[config.mk]
export PLATFORM = sky130hd
export DESIGN_NAME = calendar_day_stepper_flat
export DESIGN_NICKNAME = d
export VERILOG_FILES = /design/src/rtl/core/cds_pkg.sv /design/src/rtl/core/cds_in_if.sv /design/src/rtl/core/cds_out_if.sv /design/src/rtl/core/cds_year_mod.sv /design/src/rtl/core/cds_day_unit.sv /design/src/rtl/core/calendar_day_stepper.sv /design/src/flat_wrapper.sv
export SDC_FILE = /design/constraint.sdc
export NUM_CORES = 1
export LEC_CHECK = 0
export BUFFER_PORTS_ARGS = -buffer_cell sky130_fd_sc_hd__buf_2
export CELL_PAD_IN_SITES_DETAIL_PLACEMENT = 1
export CELL_PAD_IN_SITES_GLOBAL_PLACEMENT = 1
export CORE_ASPECT_RATIO = 0.9
export CORE_MARGIN = 3
export CORE_UTILIZATION = 35
export DETAILED_ROUTE_END_ITERATION = 10
export PLACE_DENSITY = 0.73
export SLEW_MARGIN = 10
export SYNTH_ARGS = -nofsm -noshare
export SYNTH_HDL_FRONTEND = slang
export SYNTH_SLANG_ARGS = --single-unit
[constraint.sdc]
create_clock -name clk -period 4.9 [get_ports clk]
set_clock_uncertainty 0.2 [all_clocks]
set_input_delay 0.49 -clock clk [delete_from_list [all_inputs] [get_ports clk]]
set_output_delay 0.49 -clock clk [all_outputs]
set_load 0.005 [all_outputs]
[src/rtl/core/cds_pkg.sv]
`default_nettype none

package cds_pkg;

  localparam int DAY_W   = 5;
  localparam int MONTH_W = 4;
  localparam int YEAR_W  = 14;
  localparam int COUNT_W = 16;
  localparam int STAT_W  = 2;
  // A year reduced modulo 400 fits in nine bits.
  localparam int YMOD_W  = 9;

  localparam logic [YEAR_W-1:0]  YEAR_TOP   = YEAR_W'(9999);
  localparam logic [YEAR_W-1:0]  YEAR_CYCLE = YEAR_W'(400);
  localparam logic [YMOD_W-1:0]  YMOD_LAST  = YMOD_W'(399);
  localparam logic [MONTH_W-1:0] MONTH_DEC  = MONTH_W'(12);

  localparam logic [STAT_W-1:0] ST_OK        = 2'd0;
  localparam logic [STAT_W-1:0] ST_BAD_START = 2'd1;
  localparam logic [STAT_W-1:0] ST_BAD_END   = 2'd2;
  localparam logic [STAT_W-1:0] ST_LIMIT     = 2'd3;

  // Status of the date presented to the day unit.
  typedef struct packed {
    logic               valid;
    logic               last_day;
    logic               year_wrap;
    logic [DAY_W-1:0]   next_day;
    logic [MONTH_W-1:0] next_month;
  } cds_day_info_t;

  // Leap year from the year modulo 400: the year modulo 4 and the test for
  // a whole century both follow from that remainder.
  function automatic logic leap_of(input logic [YMOD_W-1:0] rem);
    logic century;
    century = (rem == YMOD_W'(100)) || (rem == YMOD_W'(200)) || (rem == YMOD_W'(300));
    return (rem == '0) || ((rem[1:0] == 2'b00) && !century);
  endfunction

endpackage

`default_nettype wire

[src/rtl/core/cds_in_if.sv]
`default_nettype none

interface cds_in_if;
  logic                         valid;
  logic                         ready;
  logic                         cmd;
  logic [cds_pkg::DAY_W-1:0]    start_day;
  logic [cds_pkg::MONTH_W-1:0]  start_month;
  logic [cds_pkg::YEAR_W-1:0]   start_year;
  logic [cds_pkg::DAY_W-1:0]    end_day;
  logic [cds_pkg::MONTH_W-1:0]  end_month;
  logic [cds_pkg::YEAR_W-1:0]   end_year;
  logic [cds_pkg::COUNT_W-1:0]  day_offset;

  modport source (
    output valid, cmd, start_day, start_month, start_year,
           end_day, end_month, end_year, day_offset,
    input  ready
  );
  modport sink (
    input  valid, cmd, start_day, start_month, start_year,
           end_day, end_month, end_year, day_offset,
    output ready
  );
endinterface

`default_nettype wire

[src/rtl/core/cds_out_if.sv]
`default_nettype none

interface cds_out_if;
  logic                         valid;
  logic                         ready;
  logic [cds_pkg::DAY_W-1:0]    result_day;
  logic [cds_pkg::MONTH_W-1:0]  result_month;
  logic [cds_pkg::YEAR_W-1:0]   result_year;
  logic [cds_pkg::COUNT_W-1:0]  day_count;
  logic [cds_pkg::STAT_W-1:0]   status;

  modport source (
    output valid, result_day, result_month, result_year, day_count, status,
    input  ready
  );
  modport sink (
    input  valid, result_day, result_month, result_year, day_count, status,
    output ready
  );
endinterface

`default_nettype wire

[src/rtl/core/cds_year_mod.sv]
`default_nettype none

// Reduces a year modulo 400 by repeated subtraction, one subtraction a cycle.
module cds_year_mod (
  input  wire logic                        clk,
  input  wire logic                        rst_n,
  input  wire logic                        start,
  input  wire logic [cds_pkg::YEAR_W-1:0]  year,
  output logic                             done,
  output logic [cds_pkg::YMOD_W-1:0]       rem
);

  logic [cds_pkg::YEAR_W-1:0] red_r, red_nxt;
  logic                       busy_r, busy_nxt;
  logic                       below;

  assign below = red_r < cds_pkg::YEAR_CYCLE;
  assign done  = busy_r && below;
  assign rem   = red_r[cds_pkg::YMOD_W-1:0];

  always_comb begin
    red_nxt  = red_r;
    busy_nxt = busy_r;
    if (start) begin
      red_nxt  = year;
      busy_nxt = 1'b1;
    end else if (busy_r) begin
      if (below) begin
        busy_nxt = 1'b0;
      end else begin
        red_nxt = red_r - cds_pkg::YEAR_CYCLE;
      end
    end
  end

  always_ff @(posedge clk) begin
    if (!rst_n) begin
      busy_r <= 1'b0;
    end else begin
      busy_r <= busy_nxt;
    end
    red_r <= red_nxt;
  end

endmodule

`default_nettype wire

[src/rtl/core/cds_day_unit.sv]
`default_nettype none

// Month length, date check and the next calendar day for one date.
module cds_day_unit (
  input  wire logic [cds_pkg::DAY_W-1:0]    day,
  input  wire logic [cds_pkg::MONTH_W-1:0]  month,
  input  wire logic [cds_pkg::YEAR_W-1:0]   year,
  input  wire logic                         leap,
  output cds_pkg::cds_day_info_t            info
);

  localparam logic [cds_pkg::MONTH_W-1:0] M_FEB = 4'd2;
  localparam logic [cds_pkg::MONTH_W-1:0] M_APR = 4'd4;
  localparam logic [cds_pkg::MONTH_W-1:0] M_JUN = 4'd6;
  localparam logic [cds_pkg::MONTH_W-1:0] M_SEP = 4'd9;
  localparam logic [cds_pkg::MONTH_W-1:0] M_NOV = 4'd11;

  localparam logic [cds_pkg::DAY_W-1:0] LEN_28 = 5'd28;
  localparam logic [cds_pkg::DAY_W-1:0] LEN_29 = 5'd29;
  localparam logic [cds_pkg::DAY_W-1:0] LEN_30 = 5'd30;
  localparam logic [cds_pkg::DAY_W-1:0] LEN_31 = 5'd31;

  logic [cds_pkg::DAY_W-1:0] len;

  always_comb begin
    case (month)
      M_APR, M_JUN, M_SEP, M_NOV: len = LEN_30;
      M_FEB:                      len = leap ? LEN_29 : LEN_28;
      default:                    len = LEN_31;
    endcase
  end

  always_comb begin
    info.valid = (month != '0) && (month <= cds_pkg::MONTH_DEC) &&
                 (year != '0) && (year <= cds_pkg::YEAR_TOP) &&
                 (day != '0) && (day <= len);
    info.last_day  = (day >= len);
    info.year_wrap = info.last_day && (month >= cds_pkg::MONTH_DEC);
    if (!info.last_day) begin
      info.next_day   = day + 5'd1;
      info.next_month = month;
    end else if (!info.year_wrap) begin
      info.next_day   = 5'd1;
      info.next_month = month + 4'd1;
    end else begin
      info.next_day   = 5'd1;
      info.next_month = 4'd1;
    end
  end

endmodule

`default_nettype wire

[src/rtl/core/calendar_day_stepper.sv]
`default_nettype none

// Channel  Dir  Beat contents
// in_ch    in   cmd, start date, end date, day_offset
// out_ch   out  result date, day_count, status
//
// An item steps at most 65535 days from its start date. The day stepper
// advances one calendar day a cycle; before that the year reduction unit
// reduces the year of each date it checks modulo 400.
// in_ch is ready only while the sequencer is idle; a finished result waits in
// the output register, and the sequencer holds it until out_ch frees it.
// Reset is synchronous and clears the sequencer and the output valid flag.
module calendar_day_stepper #(
  parameter int MAX_DAYS = 65535
) (
  input  wire logic clk,
  input  wire logic rst_n,
  cds_in_if.sink    in_ch,
  cds_out_if.source out_ch
);

  localparam logic [cds_pkg::COUNT_W-1:0] LIMIT =
    (MAX_DAYS < 65535) ? cds_pkg::COUNT_W'(MAX_DAYS) : {cds_pkg::COUNT_W{1'b1}};

  localparam logic [2:0] S_IDLE = 3'd0;
  localparam logic [2:0] S_MODS = 3'd1;
  localparam logic [2:0] S_MODE = 3'd2;
  localparam logic [2:0] S_STEP = 3'd3;
  localparam logic [2:0] S_DONE = 3'd4;

  logic [2:0]                   state_r, state_nxt;
  logic                         cmd_r, cmd_nxt;
  logic [cds_pkg::DAY_W-1:0]    d_r, d_nxt, ed_r, ed_nxt;
  logic [cds_pkg::MONTH_W-1:0]  m_r, m_nxt, em_r, em_nxt;
  logic [cds_pkg::YEAR_W-1:0]   y_r, y_nxt, ey_r, ey_nxt;
  logic [cds_pkg::COUNT_W-1:0]  off_r, off_nxt, cnt_r, cnt_nxt;
  logic [cds_pkg::YMOD_W-1:0]   ym_r, ym_nxt;
  logic [cds_pkg::STAT_W-1:0]   st_r, st_nxt;

  logic                         ov_r, ov_nxt;
  logic [cds_pkg::DAY_W-1:0]    od_r, od_nxt;
  logic [cds_pkg::MONTH_W-1:0]  om_r, om_nxt;
  logic [cds_pkg::YEAR_W-1:0]   oy_r, oy_nxt;
  logic [cds_pkg::COUNT_W-1:0]  oc_r, oc_nxt;
  logic [cds_pkg::STAT_W-1:0]   os_r, os_nxt;

  logic                         accept;
  logic                         mod_start, mod_done;
  logic [cds_pkg::YEAR_W-1:0]   mod_year;
  logic [cds_pkg::YMOD_W-1:0]   mod_rem;

  logic [cds_pkg::DAY_W-1:0]    chk_day;
  logic [cds_pkg::MONTH_W-1:0]  chk_month;
  logic [cds_pkg::YEAR_W-1:0]   chk_year;
  logic                         chk_leap;
  cds_pkg::cds_day_info_t       info;
  logic                         hit;

  assign in_ch.ready = (state_r == S_IDLE);
  assign accept      = in_ch.valid && in_ch.ready;

  assign out_ch.valid        = ov_r;
  assign out_ch.result_day   = od_r;
  assign out_ch.result_month = om_r;
  assign out_ch.result_year  = oy_r;
  assign out_ch.day_count    = oc_r;
  assign out_ch.status       = os_r;

  // The reduction unit serves the start year on acceptance and the end year
  // once the start date has been found good for a count command.
  assign mod_start = accept || ((state_r == S_MODS) && mod_done && info.valid && cmd_r);
  assign mod_year  = accept ? in_ch.start_year : ey_r;

  cds_year_mod u_year_mod (
    .clk   (clk),
    .rst_n (rst_n),
    .start (mod_start),
    .year  (mod_year),
    .done  (mod_done),
    .rem   (mod_rem)
  );

  always_comb begin
    if (state_r == S_MODE) begin
      chk_day   = ed_r;
      chk_month = em_r;
      chk_year  = ey_r;
    end else begin
      chk_day   = d_r;
      chk_month = m_r;
      chk_year  = y_r;
    end
    chk_leap = (state_r == S_STEP) ? cds_pkg::leap_of(ym_r) : cds_pkg::leap_of(mod_rem);
  end

  cds_day_unit u_day_unit (
    .day   (chk_day),
    .month (chk_month),
    .year  (chk_year),
    .leap  (chk_leap),
    .info  (info)
  );

  assign hit = cmd_r ? ((d_r == ed_r) && (m_r == em_r) && (y_r == ey_r))
                     : (cnt_r == off_r);

  always_comb begin
    state_nxt = state_r;
    cmd_nxt   = cmd_r;
    d_nxt     = d_r;
    m_nxt     = m_r;
    y_nxt     = y_r;
    ed_nxt    = ed_r;
    em_nxt    = em_r;
    ey_nxt    = ey_r;
    off_nxt   = off_r;
    cnt_nxt   = cnt_r;
    ym_nxt    = ym_r;
    st_nxt    = st_r;
    ov_nxt    = ov_r && !out_ch.ready;
    od_nxt    = od_r;
    om_nxt    = om_r;
    oy_nxt    = oy_r;
    oc_nxt    = oc_r;
    os_nxt    = os_r;

    case (state_r)
      S_IDLE: begin
        if (accept) begin
          cmd_nxt   = in_ch.cmd;
          d_nxt     = in_ch.start_day;
          m_nxt     = in_ch.start_month;
          y_nxt     = in_ch.start_year;
          ed_nxt    = in_ch.end_day;
          em_nxt    = in_ch.end_month;
          ey_nxt    = in_ch.end_year;
          off_nxt   = in_ch.day_offset;
          cnt_nxt   = '0;
          st_nxt    = cds_pkg::ST_OK;
          state_nxt = S_MODS;
        end
      end
      S_MODS: begin
        if (mod_done) begin
          ym_nxt = mod_rem;
          if (!info.valid) begin
            st_nxt    = cds_pkg::ST_BAD_START;
            d_nxt     = '0;
            m_nxt     = '0;
            y_nxt     = '0;
            state_nxt = S_DONE;
          end else if (cmd_r) begin
            state_nxt = S_MODE;
          end else begin
            state_nxt = S_STEP;
          end
        end
      end
      S_MODE: begin
        if (mod_done) begin
          if (!info.valid) begin
            st_nxt    = cds_pkg::ST_BAD_END;
            d_nxt     = '0;
            m_nxt     = '0;
            y_nxt     = '0;
            state_nxt = S_DONE;
          end else begin
            state_nxt = S_STEP;
          end
        end
      end
      S_STEP: begin
        if (hit) begin
          state_nxt = S_DONE;
        end else if ((cnt_r >= LIMIT) || (info.year_wrap && (y_r >= cds_pkg::YEAR_TOP))) begin
          st_nxt    = cds_pkg::ST_LIMIT;
          state_nxt = S_DONE;
        end else begin
          d_nxt   = info.next_day;
          m_nxt   = info.next_month;
          cnt_nxt = cnt_r + 16'd1;
          if (info.year_wrap) begin
            y_nxt  = y_r + 14'd1;
            ym_nxt = (ym_r == cds_pkg::YMOD_LAST) ? '0 : ym_r + 9'd1;
          end
        end
      end
      S_DONE: begin
        if (!ov_r || out_ch.ready) begin
          ov_nxt    = 1'b1;
          od_nxt    = d_r;
          om_nxt    = m_r;
          oy_nxt    = y_r;
          oc_nxt    = cnt_r;
          os_nxt    = st_r;
          state_nxt = S_IDLE;
        end
      end
      default: begin
        state_nxt = S_IDLE;
      end
    endcase
  end

  always_ff @(posedge clk) begin
    if (!rst_n) begin
      state_r <= S_IDLE;
      ov_r    <= 1'b0;
    end else begin
      state_r <= state_nxt;
      ov_r    <= ov_nxt;
    end
    cmd_r <= cmd_nxt;
    d_r   <= d_nxt;
    m_r   <= m_nxt;
    y_r   <= y_nxt;
    ed_r  <= ed_nxt;
    em_r  <= em_nxt;
    ey_r  <= ey_nxt;
    off_r <= off_nxt;
    cnt_r <= cnt_nxt;
    ym_r  <= ym_nxt;
    st_r  <= st_nxt;
    od_r  <= od_nxt;
    om_r  <= om_nxt;
    oy_r  <= oy_nxt;
    oc_r  <= oc_nxt;
    os_r  <= os_nxt;
  end

  // The stepped date must stay a real date; this catches a slip in the
  // leap tracking carried by the year remainder.
  a_step_date_valid: assert property (@(posedge clk) disable iff (!rst_n)
    (state_r == S_STEP) |-> info.valid)
    else $error("stepped date is not a valid calendar date");

  a_count_bound: assert property (@(posedge clk) disable iff (!rst_n)
    (state_r == S_STEP) |-> (cnt_r <= LIMIT))
    else $error("day count ran past the step limit");

  a_accept_starts_check: assert property (@(posedge clk) disable iff (!rst_n)
    accept |=> (state_r == S_MODS))
    else $error("accepted beat did not start the start-date check");

  a_result_from_done: assert property (@(posedge clk) disable iff (!rst_n)
    (ov_r && !$past(ov_r)) |-> ($past(state_r) == S_DONE))
    else $error("result appeared without a finished item");

endmodule

`default_nettype wire
[src/flat_wrapper.sv]
// flat-port wrapper written by rule: the top's interface ports become plain ports
module calendar_day_stepper_flat 
#(
  parameter int MAX_DAYS = 65535
)
  (clk, rst_n, in_ch_valid, in_ch_cmd, in_ch_start_day, in_ch_start_month, in_ch_start_year, in_ch_end_day, in_ch_end_month, in_ch_end_year, in_ch_day_offset, in_ch_ready, out_ch_valid, out_ch_result_day, out_ch_result_month, out_ch_result_year, out_ch_day_count, out_ch_status, out_ch_ready);
  cds_in_if in_ch_i ();
  cds_out_if out_ch_i ();
  input  wire logic clk;
  input  wire logic rst_n;
  input wire logic [$bits(in_ch_i.valid)-1:0] in_ch_valid;
  input wire logic [$bits(in_ch_i.cmd)-1:0] in_ch_cmd;
  input wire logic [$bits(in_ch_i.start_day)-1:0] in_ch_start_day;
  input wire logic [$bits(in_ch_i.start_month)-1:0] in_ch_start_month;
  input wire logic [$bits(in_ch_i.start_year)-1:0] in_ch_start_year;
  input wire logic [$bits(in_ch_i.end_day)-1:0] in_ch_end_day;
  input wire logic [$bits(in_ch_i.end_month)-1:0] in_ch_end_month;
  input wire logic [$bits(in_ch_i.end_year)-1:0] in_ch_end_year;
  input wire logic [$bits(in_ch_i.day_offset)-1:0] in_ch_day_offset;
  output wire logic [$bits(in_ch_i.ready)-1:0] in_ch_ready;
  output wire logic [$bits(out_ch_i.valid)-1:0] out_ch_valid;
  output wire logic [$bits(out_ch_i.result_day)-1:0] out_ch_result_day;
  output wire logic [$bits(out_ch_i.result_month)-1:0] out_ch_result_month;
  output wire logic [$bits(out_ch_i.result_year)-1:0] out_ch_result_year;
  output wire logic [$bits(out_ch_i.day_count)-1:0] out_ch_day_count;
  output wire logic [$bits(out_ch_i.status)-1:0] out_ch_status;
  input wire logic [$bits(out_ch_i.ready)-1:0] out_ch_ready;
  assign in_ch_i.valid = in_ch_valid;
  assign in_ch_i.cmd = in_ch_cmd;
  assign in_ch_i.start_day = in_ch_start_day;
  assign in_ch_i.start_month = in_ch_start_month;
  assign in_ch_i.start_year = in_ch_start_year;
  assign in_ch_i.end_day = in_ch_end_day;
  assign in_ch_i.end_month = in_ch_end_month;
  assign in_ch_i.end_year = in_ch_end_year;
  assign in_ch_i.day_offset = in_ch_day_offset;
  assign in_ch_ready = in_ch_i.ready;
  assign out_ch_valid = out_ch_i.valid;
  assign out_ch_result_day = out_ch_i.result_day;
  assign out_ch_result_month = out_ch_i.result_month;
  assign out_ch_result_year = out_ch_i.result_year;
  assign out_ch_day_count = out_ch_i.day_count;
  assign out_ch_status = out_ch_i.status;
  assign out_ch_i.ready = out_ch_ready;
  calendar_day_stepper #(.MAX_DAYS(MAX_DAYS)) u_core (.clk(clk), .rst_n(rst_n), .in_ch(in_ch_i), .out_ch(out_ch_i));
endmodule
Word level (Yosys, flattened, before mapping)

Cells that the tools add are included.

Add/subtract/negate cells: 6
Multiply operators: 0
Div/mod/pow operators: 0
Magnitude comparators: 8
Equality and inequality tests: 34
Shifts and indexed selects: 0
Mux-type cells: 65
Bitwise gates (word level): 0
Reduce and logical (&&, ||, !) cells: 54

Operator list:

| operator              | count |
|---|---|
| $mux 14               | 11 |
| $mux 9                | 6 |
| $mux 16               | 3 |
| $pmux 14 s3           | 1 |
| $pmux 16 s2           | 1 |
| $mux 5                | 6 |
| $mux 4                | 7 |
| $eq 9x9->1 const B    | 3 |
| $mux 3                | 8 |
| $eq 9x7->1 const B    | 2 |
| $eq 9x8->1 const B    | 2 |
| $logic_not 9->1       | 2 |
| $pmux 9 s2            | 1 |
| $logic_and 1x1->1     | 17 |
| $add 16x1->16 const B | 1 |
| $eq 16x16->1          | 1 |
| $ge 16x16->1 const B  | 1 |
| $pmux 3 s5            | 1 |
| $pmux 5 s3            | 1 |
| $add 14x1->14 const B | 1 |
| $eq 14x14->1          | 1 |
| $ge 14x14->1 const B  | 1 |
| $le 14x14->1 const B  | 1 |
| $lt 14x9->1 const B   | 1 |
| 41 further kinds      | 87 |

Register bits: 150
Latch bits: 0
RAM bits: 0
Memory bits (read-only): 0
Bits of input ports: 67
Output and inout bits: 43
Word-level logic and storage cells: 187
Memories kept: 0

Logic depth before layout (Yosys ltp)

Depth after elaboration: 16
Depth in mapped cells: 18
Mapped depth without buffers: 16

Cells and area by module

A second synthesis with hierarchy kept.

Cells, all modules: 638
Area total of the unflattened synthesis: 7,711.1 µm²

By module, submodules not included:

| module               | instances | cells each | area each (µm²) | sequential area each (µm²) |
|---|---|---|---|---|
| calendar_day_stepper | 1         | 485        | 6,398.6         | 4,013.8 |
| cds_year_mod         | 1         | 86         | 858.3           | 440.4 |
| cds_day_unit         | 1         | 67         | 454.2           | 0.0 |

Worst setup path after synthesis

No wires, ideal clock.

Path type: register to register
Start: register u_core.state_r[1]
End: register u_core.cnt_r[0] (netlist name) (enable)
Library setup time: 0.394 ns
Arrival: 3.555 ns
Data required time: 4.306 ns
Slack: 0.751 ns
Stages on the path, launching flop included: 13
Buffers on the path: 1
Clock period less this slack: 4.149 ns
Path through: dfxtp_1 -> nor3b_4 -> buf_2 -> mux2i_1 -> o31ai_1 -> a31oi_1 -> ha_1 -> nand2b_1 -> a21oi_1 -> nor3_2 -> a31oi_1 -> nand2_1 -> a21oi_1

Cells in the longest elaborated chain, start to end: 11
Elaborated cells on any way between the ends: 25
Classes of those cells: order compare: 2; eq/ne: 10; mux: 5; reduce/logical: 8

Ends and longest elaborated chain:

| what                                     | RTL line                    | text |
|---|---|---|
| start: declaration                       | calendar_day_stepper.sv:31  | `logic [2:0] state_r, state_nxt;` |
| start signal: assignment                 | calendar_day_stepper.sv:210 | `state_r <= state_nxt;` |
| $eq 3x2->1                               | calendar_day_stepper.sv:84  | `if (state_r == S_MODE) begin` |
| $mux 4                                   | calendar_day_stepper.sv:84  |  |
| $eq 4x3->1 or $eq 4x4->1 (tied branches) | cds_day_unit.sv:26          | `case (month)` |
| $reduce_or 4->1                          | cds_day_unit.sv:26          |  |
| $pmux 5 s2                               | cds_day_unit.sv:26          |  |
| $ge 5x5->1                               | cds_day_unit.sv:37          | `info.last_day = (day >= len);` |
| $logic_and 1x1->1                        | cds_day_unit.sv:38          | `info.year_wrap = info.last_day && (month >= cds_pkg::MONTH_DEC);` |
| $logic_and 1x1->1                        | calendar_day_stepper.sv:175 | `end else if ((cnt_r >= LIMIT) \|\| (info.year_wrap && (y_r >= cds_pkg::YEAR_TOP))) begin` |
| $logic_or 1x1->1                         | calendar_day_stepper.sv:175 |  |
| $ne 2x2->1 (no line)                     | -                           |  |
| $reduce_and 4->1 (no line) (*)           | -                           |  |
| end signal: assignment                   | calendar_day_stepper.sv:221 | `cnt_r <= cnt_nxt;` |
| end: declaration                         | calendar_day_stepper.sv:36  | `logic [cds_pkg::COUNT_W-1:0] off_r, off_nxt, cnt_r, cnt_nxt;` |

Mark *: on every way between the ends. The rest lies on a longest branch, timed or not.
A chain may end at the register's enable or synchronous reset.

Final worst setup path

Start: register u_core.state_r[0]
End: register u_core.u_year_mod.red_r[12] (netlist name) (enable)

Cells in the longest elaborated chain, start to end: 13
Elaborated cells on any way between the ends: 35
Classes of those cells: order compare: 3; eq/ne: 9; mux: 6; reduce/logical: 17

Ends and longest elaborated chain:

| what                                                                | RTL line                   | text |
|---|---|---|
| parallel branches: the longest is 10 deep, another holds $le 5x5->1 | -                          |  |
| $logic_or 1x1->1 (*)                                                | calendar_day_stepper.sv:71 | `assign mod_start = accept \|\| ((state_r == S_MODS) && mod_done && info.valid && cmd_r);` |
| $ne 2x1->1 (no line) or $reduce_bool 2->1 (tied branches)           | -                          |  |
| $reduce_and 2->1 (no line) (*)                                      | -                          |  |
| end signal: assignment                                              | cds_year_mod.sv:42         | `red_r <= red_nxt;` |
| end: declaration                                                    | cds_year_mod.sv:13         | `logic [cds_pkg::YEAR_W-1:0] red_r, red_nxt;` |

Mark *: on every way between the ends.

==> summary.txt <==
Layout
  – Most common cell after layout, fill and taps aside: edfxtp_1
  – Syn-to-layout area delta: 19.8%
  – Layout cells sized above 1: 0.214
  – Multi-input gate area: 2790 sq um
  – Fin util: 0.436
  – FF+latch area: 4450 sq um
  – Nets: 809
  – Filler instances: 2227
  – Highest-count cells in the layout ignoring fill and taps: 145 x edfxtp_1, 109 x buf_2, 68 x nand2_1
  – Diodes inserted: 0

Clock network
  – Worst-skew pair later-pin latency: 0.44 ns
  – CTS clk-pin slew, worst paths: 0.07 ns
  – H-tree lvl count: 4
  – Sinks on Clock Net: 150
  – CTS resizes: 0
  – Root Driver: clkbuf_16
  – Clk buf depth: 2
  – CTS Buf Count: 17
  – Hold buffers post-CTS: 0
  – TritonCTS clock tree: yes
  – Setup bufs post-CTS: 0

Outcome
  – Status: finished clean

Drt
  – Starting DRT DRC Count: 458
  – Post-route ant nets: 0
  – Remaining DRCs: 0
  – Via/cell ratio: 5.35
  – Vias: 5466
  – TritonRoute pass-1 iters: 7
  – Avg WL per Cell: 20.9 um
  – Final wirelength: 21.4 mm

Power
  – Leak Pwr: 0.00325 uW
  – Cell Pwr Density: 610 nW/um^2
  – Max rail drop VDD: 230 uV

Timing
  – Setup_tns: 0 ns
  – RSZ-0062 raised after global routing: no
  – Setup Viol. Count Final: 0
  – Final max-slew violation count: 0
  – Fin crit period: 4.53 ns
  – Fmax: 0.221 GHz
  – Tightest Pin Transition: 1.03 ns
  – Endpoints failing hold: 0
  – Rel. slew slack: 0.311
  – Period utilization: 0.924

Setup path
  – Crit path DAT: 4.39 ns
  – Critical path's slowest cell: dfxtp_1
  – Critical path, cell by cell: nor2b_1 -> and2_1 -> o311ai_0 -> a41oi_1 -> o31ai_1 -> a31oi_1 -> ha_1 -> a211o_1 -> nand4_2 -> o31a_1 -> nand2_1
  – Crit start category: flop
  – Critical-path maximum fanout: 15
  – CP peak stage delay: 0.61 ns
  – Crit Path Class: flop to flop
  – Crit. End Element: flop
  – Worst endpoint required time: 4.76 ns

Synthesis
  – Async S/R FF share, synth: 0
  – Netlist cell types: 65
  – Synth Net Count: 695
  – Number of synthesis warnings: 0
  – Synth Instances: 617
  – Mapped cell area: 7410 sq um
  – Synth Area per Inst: 12.0 sq um
  – Flops & latches, synth: 150
  – EDFF count, synth: 145
  – Primary FF master, synth: edfxtp_1
  – Synth area leaders: edfxtp_1 59%, xor2_1 5.8%, xnor2_1 3.7%
  – Yosys top cell area share: 0.588
  – Leading area contributor after synthesis: edfxtp_1
  – Sequential area share after synthesis: 0.601

Floorplanning
  – CORE AREA: 20400 sq um
  – Die Y: 144 um
  – Initial Util: 0.364
  – Die X: 159 um
  – # rows: 49
  – Die area: 23000 sq um
  – # IOs: 110

Placement
  – Detailed Place HPWL: 15.6 mm
  – RD Place Congestion: 0.933
  – I/O Buffers: 109

GRT
  – First-pass GRT wire length: 33.2 mm
  – Initial antenna violation count: 0
  – GRT Util Overall: 0.188
  – Largest net degree at the start of global routing: 42
  – GRT Residual Overflow: 0
  – Vias in the first global route: 5796

Run
  – Max Cap Viol: 0

Min path
  – Tightest Hold Check Type: input pin to flop
## synth_stat cells (all sizes together), types with 3 or more instances
master,n
edfxtp,145
nand2,68
xor2,49
o21ai,39
nor2,38
xnor2,31
nand3,23
a21oi,21
clkbuf,18
inv,17
nor4,15
mux2i,14
nand4,14
nor3,14
ha,11
nand2b,8
and3,7
a31oi,6
or3,6
a22o,5
and2,5
buf,5
dfxtp,5
a211oi,3
a21o,3
and4,3
mux2,3
nand3b,3
nor2b,3
o22ai,3
or4,3
## worst max-delay path: cells and delay by family (launching register included)
family                   cells  cell delay, ns
flip-flops                   1            0.61
adder cells (fa/ha/maj)      1            0.27
AND/OR/NAND/NOR              4            1.31
AO/OA/AOI/OAI                6            1.78
## through the flow
stage,setup slack (ns),hold slack [ns],cells,cell area (sq um),total power [uW]
global placement,0.715,0.216,992,8270,3900
detailed placement,0.477,0.223,992,8270,4020
CTS,0.427,0.00532,1022,8880,5410
finish,0.372,0.0277,1022,8880,5410
global route,0.0333,0.000694,1022,8880,5700
floorplan,0.751,0.200,617,7410,3390
## area by class of cell
class,instances,share of cell area
clock buffers,17,0.0479
clock inverters,13,0.0203
inverters,17,0.00719
multi-input cells,427,0.314
flip-flops and latches,150,0.502
well taps,280,0.0395
repair buffers,118,0.0691
## state kept, by name, indices dropped and copies added, names as in the netlist, 5 cells and up
name	flops
u_core.cnt_r	16
u_core.d_r	5
u_core.ed_r	5
u_core.ey_r	14
u_core.off_r	16
u_core.out_ch.day_count	16
u_core.out_ch.result_day	5
u_core.out_ch.result_year	14
u_core.u_year_mod.red_r	14
u_core.y_r	14
u_core.ym_r	9
## power breakdown
group          switching (uW)  internal [uW]  total [uW]  leakage (uW)
clock network             533            846        1380      0.000296
logic                     968            627        1600       0.00154
registers                 483           1950        2440       0.00142
## layer usage
| metal | track usage | wire length (um) | up-vias | share of wire |
|---|---|---|---|---|
| met2 | 0.315 | 10400 | 164 | 0.49 |
| met4 | 0.0636 | 436 | 0 | 0.020 |
| met1 | 0.238 | 9410 | 2748 | 0.44 |
| met5 | 0 | 0 | - | 0 |
| met3 | 0.0507 | 1110 | 38 | 0.052 |
| li1 | - | - | 2516 | - |
## logic make-up (layout without fill, tap and decap cells)
| group | Yosys count | count (layout) | share of synthesized area |
|---|---|---|---|
| simple gates | 222 | 222 | 0.157 |
| flops | 150 | 150 | 0.601 |
| compound gates | 97 | 97 | 0.0829 |
| xor+xnor | 80 | 80 | 0.0946 |
| buf+inv | 40 | 165 | 0.0221 |
| mux | 17 | 17 | 0.0240 |
| fa+ha+maj | 11 | 11 | 0.0186 |
## path summary, 6_finish.rpt
| check | slack [ns] | startpoint | to | depth (start not counted) |
|---|---|---|---|---|
| setup reg to reg | 0.37 | u_core.state_r[0] | u_core.u_year_mod.red_r[12] | 11 |
| hold reg to reg | 0.24 | u_core.st_r[0] | u_core.out_ch.status[0] | 0 |
| hold / removal | 0.03 | in_ch_end_year[3] | u_core.ey_r[3] | 1 |
| setup / recovery | 0.37 | u_core.state_r[0] | u_core.u_year_mod.red_r[12] | 11 |
(Power assumes the default switching activity.)
